[config.mk]
export PLATFORM = sky130hd
export DESIGN_NAME = trace_text_decoder_unit
export DESIGN_NICKNAME = d
export VERILOG_FILES = /design/src/design/ttd_pkg.sv /design/src/design/ttd_symbol.sv /design/src/design/ttd_record.sv /design/src/design/trace_text_decoder_unit.sv
export SDC_FILE = /design/constraint.sdc
export NUM_CORES = 1
export LEC_CHECK = 0
export ABC_AREA = 1
export BUFFER_PORTS_ARGS = -buffer_cell sky130_fd_sc_hd__buf_4
export CORE_UTILIZATION = 55
export CTS_CLUSTER_DIAMETER = 200
export CTS_CLUSTER_SIZE = 24
export DETAILED_ROUTE_END_ITERATION = 16
export PLACE_DENSITY_LB_ADDON = 0.1
export SYNTH_ARGS = -nofsm -noshare
export SYNTH_HDL_FRONTEND = slang
export SYNTH_SLANG_ARGS = --single-unit
[constraint.sdc]
create_clock -name clk -period 6.75 [get_ports clk]
set_clock_uncertainty 0.2 [all_clocks]
set_input_delay 0.675 -clock clk [delete_from_list [all_inputs] [get_ports clk]]
set_output_delay 0.675 -clock clk [all_outputs]
set_load 0.005 [all_outputs]
[src/design/ttd_pkg.sv]
// Shared types and constants for the trace text decoder.
package ttd_pkg;

	localparam int unsigned CharW  = 8;
	localparam int unsigned DigitW = 6;
	localparam int unsigned SumW   = 18;
	localparam int unsigned ValueW = 19;

	localparam logic [CharW-1:0] ChDash  = 8'h2D;
	localparam logic [CharW-1:0] ChDot   = 8'h2E;
	localparam logic [CharW-1:0] ChColon = 8'h3A;
	localparam logic [CharW-1:0] ChZero  = 8'h30;
	localparam logic [CharW-1:0] ChNine  = 8'h39;
	localparam logic [CharW-1:0] ChUpA   = 8'h41;
	localparam logic [CharW-1:0] ChUpZ   = 8'h5A;
	localparam logic [CharW-1:0] ChLoA   = 8'h61;
	localparam logic [CharW-1:0] ChLoZ   = 8'h7A;

	localparam logic [1:0] NeedIdle  = 2'd0;
	localparam logic [1:0] NeedShort = 2'd2;
	localparam logic [1:0] NeedLong  = 2'd3;

	localparam logic [SumW-1:0] Weight1 = 18'd63;
	localparam logic [SumW-1:0] Weight2 = 18'd3969;

	typedef struct packed {
		logic [1:0]      digits_needed;
		logic [1:0]      digit_position;
		logic [SumW-1:0] partial_sum;
	} ttd_state_t;

	typedef struct packed {
		logic              known;
		logic              prefix;
		logic              long_rec;
		logic [DigitW-1:0] digit;
	} ttd_sym_t;

	typedef struct packed {
		logic                     emit;
		logic signed [ValueW-1:0] value;
		logic                     error;
		logic                     last;
	} ttd_result_t;

endpackage

[src/design/ttd_symbol.sv]
// Alphabet range decoder: byte to digit value and prefix flags.
module ttd_symbol (
	input  logic [7:0]        char_code,
	output ttd_pkg::ttd_sym_t sym
);
	import ttd_pkg::*;

	always_comb begin
		sym = '0;
		if (char_code == ChDash) begin
			sym.known = 1'b1;
		end else if (char_code >= ChZero && char_code <= ChNine) begin
			sym.known = 1'b1;
			sym.digit = DigitW'(char_code - ChZero + 8'd1);
		end else if (char_code >= ChUpA && char_code <= ChUpZ) begin
			sym.known = 1'b1;
			sym.digit = DigitW'(char_code - ChUpA + 8'd11);
		end else if (char_code >= ChLoA && char_code <= ChLoZ) begin
			sym.known = 1'b1;
			sym.digit = DigitW'(char_code - ChLoA + 8'd37);
		end
		sym.prefix   = (char_code == ChDot) || (char_code == ChColon);
		sym.long_rec = (char_code == ChColon);
	end

endmodule

[src/design/ttd_record.sv]
// Record step: next state and optional result for one decoded symbol.
module ttd_record (
	input  ttd_pkg::ttd_state_t  cur,
	input  ttd_pkg::ttd_sym_t    sym,
	input  logic                 eot,
	output ttd_pkg::ttd_state_t  nxt,
	output ttd_pkg::ttd_result_t res
);
	import ttd_pkg::*;

	logic [SumW-1:0] weighted;
	logic [SumW-1:0] new_sum;
	logic [1:0]      new_pos;
	logic [SumW-1:0] digit_ext;

	assign digit_ext = SumW'(sym.digit);

	always_comb begin
		case (cur.digit_position)
			2'd0:    weighted = digit_ext;
			2'd1:    weighted = SumW'(digit_ext * Weight1);
			default: weighted = SumW'(digit_ext * Weight2);
		endcase
	end

	assign new_sum = cur.partial_sum + weighted;
	assign new_pos = cur.digit_position + 2'd1;

	always_comb begin
		nxt       = '0;
		res       = '0;
		res.last  = eot;
		if (cur.digits_needed == NeedIdle) begin
			if (sym.prefix) begin
				if (eot) begin
					res.emit  = 1'b1;
					res.error = 1'b1;
				end else begin
					nxt.digits_needed = sym.long_rec ? NeedLong : NeedShort;
				end
			end else if (!sym.known) begin
				res.emit  = 1'b1;
				res.error = 1'b1;
			end else begin
				res.emit  = 1'b1;
				res.value = ValueW'({1'b0, digit_ext}) - ValueW'(1);
			end
		end else if (!sym.known) begin
			res.emit  = 1'b1;
			res.error = 1'b1;
		end else if (new_pos >= cur.digits_needed) begin
			res.emit  = 1'b1;
			res.value = ValueW'({1'b0, new_sum}) - ValueW'(1);
		end else if (eot) begin
			res.emit  = 1'b1;
			res.error = 1'b1;
		end else begin
			nxt.digits_needed  = cur.digits_needed;
			nxt.digit_position = new_pos;
			nxt.partial_sum    = new_sum;
		end
	end

endmodule

[src/design/trace_text_decoder_unit.sv]
// Top level of the trace text decoder: byte stream in, decoded integers out.
//
// Slave stream: one text byte per word in s_axis_tdata[7:0], s_axis_tlast
// marks the final byte of the text. Master stream: one decoded integer per
// word, value in m_axis_tdata[18:0] (two's complement, record value minus
// one), m_axis_tuser flags a bad byte or a text that ended mid record (value
// is then 0), m_axis_tlast copies the final-byte mark of the causing byte.
// Prefix bytes and inner digits of a record produce no output word unless the text ends on them.
// A byte is held in the input register, and its result word is then shown
// in the output register. Throughput is one byte per cycle while the
// receiver does not stall; the decode of a byte is a single pass through
// the symbol decoder and the record step between those two registers.
// When the receiver stalls with a word held, the input register keeps its
// byte and s_axis_tready drops once it is full; a byte that gives no word
// still moves on while the output holds.
// Reset clears both valid flags and returns the decoder to idle.
module trace_text_decoder_unit (
	input  logic        clk,
	input  logic        arst_n,
	input  logic        s_axis_tvalid,
	output logic        s_axis_tready,
	input  logic [7:0]  s_axis_tdata,   // [7:0] char_code
	input  logic        s_axis_tlast,
	output logic        m_axis_tvalid,
	input  logic        m_axis_tready,
	output logic [23:0] m_axis_tdata,   // [18:0] value, [23:19] zero
	output logic        m_axis_tuser,   // [0] error
	output logic        m_axis_tlast
);
	import ttd_pkg::*;

	logic        valid_s1;
	logic [7:0]  char_s1;
	logic        eot_s1;
	ttd_state_t  state_q;
	ttd_state_t  state_nxt;
	ttd_sym_t    sym;
	ttd_result_t res;
	logic        out_free;
	logic        fire;
	logic signed [ValueW-1:0] value_q;
	logic        error_q;
	logic        last_q;
	logic        out_valid_q;

	assign out_free      = !out_valid_q || m_axis_tready;
	assign fire          = valid_s1 && (out_free || !res.emit);
	assign s_axis_tready = !valid_s1 || fire;

	always_ff @(posedge clk or negedge arst_n) begin
		if (!arst_n) begin
			valid_s1 <= 1'b0;
		end else if (s_axis_tready) begin
			valid_s1 <= s_axis_tvalid;
		end
	end

	always_ff @(posedge clk) begin
		if (s_axis_tready && s_axis_tvalid) begin
			char_s1 <= s_axis_tdata;
			eot_s1  <= s_axis_tlast;
		end
	end

	ttd_symbol u_symbol (
		.char_code (char_s1),
		.sym       (sym)
	);

	ttd_record u_record (
		.cur (state_q),
		.sym (sym),
		.eot (eot_s1),
		.nxt (state_nxt),
		.res (res)
	);

	always_ff @(posedge clk or negedge arst_n) begin
		if (!arst_n) begin
			state_q <= '0;
		end else if (fire) begin
			state_q <= state_nxt;
		end
	end

	always_ff @(posedge clk or negedge arst_n) begin
		if (!arst_n) begin
			out_valid_q <= 1'b0;
		end else if (fire && res.emit) begin
			out_valid_q <= 1'b1;
		end else if (m_axis_tready) begin
			out_valid_q <= 1'b0;
		end
	end

	always_ff @(posedge clk) begin
		if (fire && res.emit) begin
			value_q <= res.value;
			error_q <= res.error;
			last_q  <= res.last;
		end
	end

	assign m_axis_tvalid = out_valid_q;
	assign m_axis_tdata  = {5'd0, value_q};
	assign m_axis_tuser  = error_q;
	assign m_axis_tlast  = last_q;

`ifndef SYNTHESIS
	a_err_zero: assert property (@(posedge clk) disable iff (!arst_n)
		m_axis_tvalid && m_axis_tuser |-> m_axis_tdata == 24'd0)
		else $error("error word carries a nonzero value");

	a_idle_clean: assert property (@(posedge clk) disable iff (!arst_n)
		state_q.digits_needed == NeedIdle |->
			state_q.digit_position == 2'd0 && state_q.partial_sum == '0)
		else $error("idle decoder holds stale record state");

	a_pos_bound: assert property (@(posedge clk) disable iff (!arst_n)
		state_q.digits_needed != NeedIdle |->
			(state_q.digits_needed == NeedShort || state_q.digits_needed == NeedLong)
			&& state_q.digit_position < state_q.digits_needed)
		else $error("record position out of range");

	a_last_idle: assert property (@(posedge clk) disable iff (!arst_n)
		fire && eot_s1 |=> state_q.digits_needed == NeedIdle)
		else $error("decoder not idle after final byte");
`endif

endmodule

==> results.ini <==
[drt]
drt.antenna.violating_nets = 0
via_count = 5586
drtPass1Iterations = 5
drt_iter0_markers = 228
drc_errors = 0
wl_um = 15000
viasPerCell = 5.28
wl_per_cell_um = 14.2

[global_route]
grt_pass1_vias = 5337
grt_overflow = 0
grt_max_degree = 25
antenna_found_initial = 0
grt_pass1_wl_um = 24400
grt_usage_pct = 26.8

[logic_synthesis]
seq_area_frac_synth_pct = 24.7
yosysWarnings = 0
synthCells = 837
ys_types = 42
synth_top_area_share_pct = 16.0
synthesis.area_um2 = 6090
yosys-top-cells-area = ha_1 16%, edfxtp_1 15%, nand2_1 14%
synth_top_cell_by_area = ha_1
synth_seq_cells = 54
avgSynthCellArea_um2 = 7.28

[worst_setup_path]
worst-setup-path-type = reg -> reg
end_kind = register
r2r_cells = 36
r2r_setup_slack_ps = 160
worstPathArrival_ps = 6460
reg2reg_to = value_q[17]$_DFFE_PP_
cp-start-kind = register
worstPathRequired_ps = 6620
regToRegStartpoint = char_s1[3]$_DFFE_PP_
max_stage_delay_ps = 560
cpMaxStageDelayCell = fa_1
crit_path_max_fanout = 4

[floorplanning]
dieHeight_um = 107
std_cell_rows = 38
fp.dieW_um = 107
ioPinCount = 41
start_util_pct = 56.4
core_area_um2 = 10800
fp.dieArea_um2 = 11500

[sta]
setup_viol = 0
drv_slew = 0
finalCritPeriodShare_pct = 97.6
tightest_slew_ps = 1100
max_slew_margin_pct = 26.3
finalHoldViolations = 0
grt_setup_unrepaired = yes
max_freq_mhz = 152
layout_min_cycle_time_ps = 6590
whs_ps = 37.3
worst_slack_ps = 162

[finish]
drive_gt1_share_pct = 25.4
final_area_um2 = 7290
nNetsFinal = 1027
antennaDiodeCount = 0
syn_to_final_growth_pct = 19.6

[clock_network]
cts.sinks = 54
cts_buffers = 5
clockBufferDepth = 2
cts_root_buf = clkbuf_8
cts.htree.levels = 2
insertion_delay_ps = 330
path_clk_slew_ps = 110
cts_tree = done

[hold_path]
hold_path.class = in -> async

[placed_design]
placed_area_um2 = 6620
port_buffers = 35
gp_congestion = 0.958
pre_cts_ws_ps = -202
dp_hpwl_um = 11700

[power]
vdd_drop_max_mv = 0.148
switching_share_pct = 41.0
p_int_mw = 0.751
seq_power_share_pct = 32.4
p_leak_nw = 3.87
clock_power_share_pct = 15.1
p_switching_mw = 0.521
p_comb_share_pct = 52.5
power.density_nw_per_um2 = 175
finalPower_mw = 1.27

[run]
maxCapViolCount = 0

[run_status]
outcome = complete, no violations

## flip-flops by register name, summed over array words and instances, names as in the netlist
name,count
state_q,22
value_q,19
char_s1,8
eot_s1,1
m_axis_tlast,1
m_axis_tuser,1
m_axis_tvalid,1
valid_s1,1
## layer usage
layer	track usage, %	part of all wire, %	vias to the layer above
li1	-	-	2806
met1	32.5	43	2628
met2	48.7	51	117
met3	3.10	2.9	35
met4	9.69	3.5	0
met5	0	0	-
## per-stage QoR
| step | util, % | std cells | setup TNS (ps) |
|---|---|---|---|
| after floorplan | - | 841 | 0 |
| after global placement | 61.4 | 1027 | -20.3 |
| after detailed placement | 61.4 | 1027 | -750 |
| after CTS | 62.8 | 1038 | 0 |
| after global routing | 67.5 | 1057 | -1350 |
| final | 67.5 | 1057 | 0 |
## worst max path at each step
stage                                       end  slack (ps)                 start
final                     value_q[17]$_DFFE_PP_         160  char_s1[3]$_DFFE_PP_
after global routing      value_q[17]$_DFFE_PP_        -270  char_s1[3]$_DFFE_PP_
after CTS                 value_q[17]$_DFFE_PP_          10  char_s1[2]$_DFFE_PP_
after detailed placement  value_q[17]$_DFFE_PP_        -200  char_s1[3]$_DFFE_PP_
after global placement    value_q[17]$_DFFE_PP_         -20  char_s1[3]$_DFFE_PP_
after floorplan           value_q[15]$_DFFE_PP_         100  char_s1[2]$_DFFE_PP_
## cells in the final DEF (no fill, tap or decap), types with 15 or more instances in the layout
master    count
nand2_2      42
nand3_1      47
nand3_2      16
dfrtp_1      24
inv_1       132
edfxtp_1     30
fa_1         18
inv_2        19
buf_4        82
o21ai_0      22
a21oi_1      15
o21ai_1      26
nand2_1     205
nor2_1       44
ha_1         64
## power groups by stage
| stage | registers (mW) | logic (mW) | clock network [mW] |
|---|---|---|---|
| after floorplan | 0.421 | 0.399 | 0 |
| after global placement | 0.417 | 0.562 | 0 |
| after detailed placement | 0.419 | 0.576 | 0 |
| after CTS | 0.412 | 0.594 | 0.194 |
| after global routing | 0.416 | 0.743 | 0.205 |
| final | 0.412 | 0.668 | 0.192 |
## critical path: cells and delay by family (launching register included)
kind	cells	cell delay, ps
adder cells (fa/ha/maj)	6	2200
AND/OR/NAND/NOR	15	1430
AO/OA/AOI/OAI	7	1300
buffers and inverters	8	670
flip-flops	1	510
## layout make-up
type                       count  area, µm²
tap                          140        175
fill                         884       3510
clock buffer                   6       72.6
inverter                     152        573
clock inverter                 2       13.8
timing repair buffer          83        627
sequential                    54       1500
multi-input combinational    620       4320
## synth_stat cells (all sizes together)
master / count
o21ai: 48
a22o: 1
nand3: 63
o22ai: 7
xnor2: 7
o2111ai: 1
o31ai: 1
o211ai: 5
fa: 20
ha: 78
a21oi: 27
buf: 14
or2: 3
nand3b: 3
nor4: 1
edfxtp: 30
nand4: 11
nor2: 63
clkbuf: 1
and2: 5
dfrtp: 24
xor2: 10
inv: 152
nand2: 253
a211oi: 1
nor3: 6
conb: 1
mux2: 1
## what timing repair did
action | CTS | global route
setup buffers | 3 | 20
pin swaps | 2 | 57
endpoints found under the setup margin | 7 | 15
resized for setup | 11 | 105
hold buffers | 0 | 0
## kinds of logic after synthesis
family / share of synthesized area (%)
AND/OR/NAND/NOR: 30.5
buffers and inverters: 11.3
adder cells (fa/ha/maj): 22.6
AO/OA/AOI/OAI: 8.22
flip-flops: 24.7
XOR/XNOR: 2.44
other: 0.0616
multiplexers: 0.185
No activity file was read; power rests on OpenSTA's default activity.
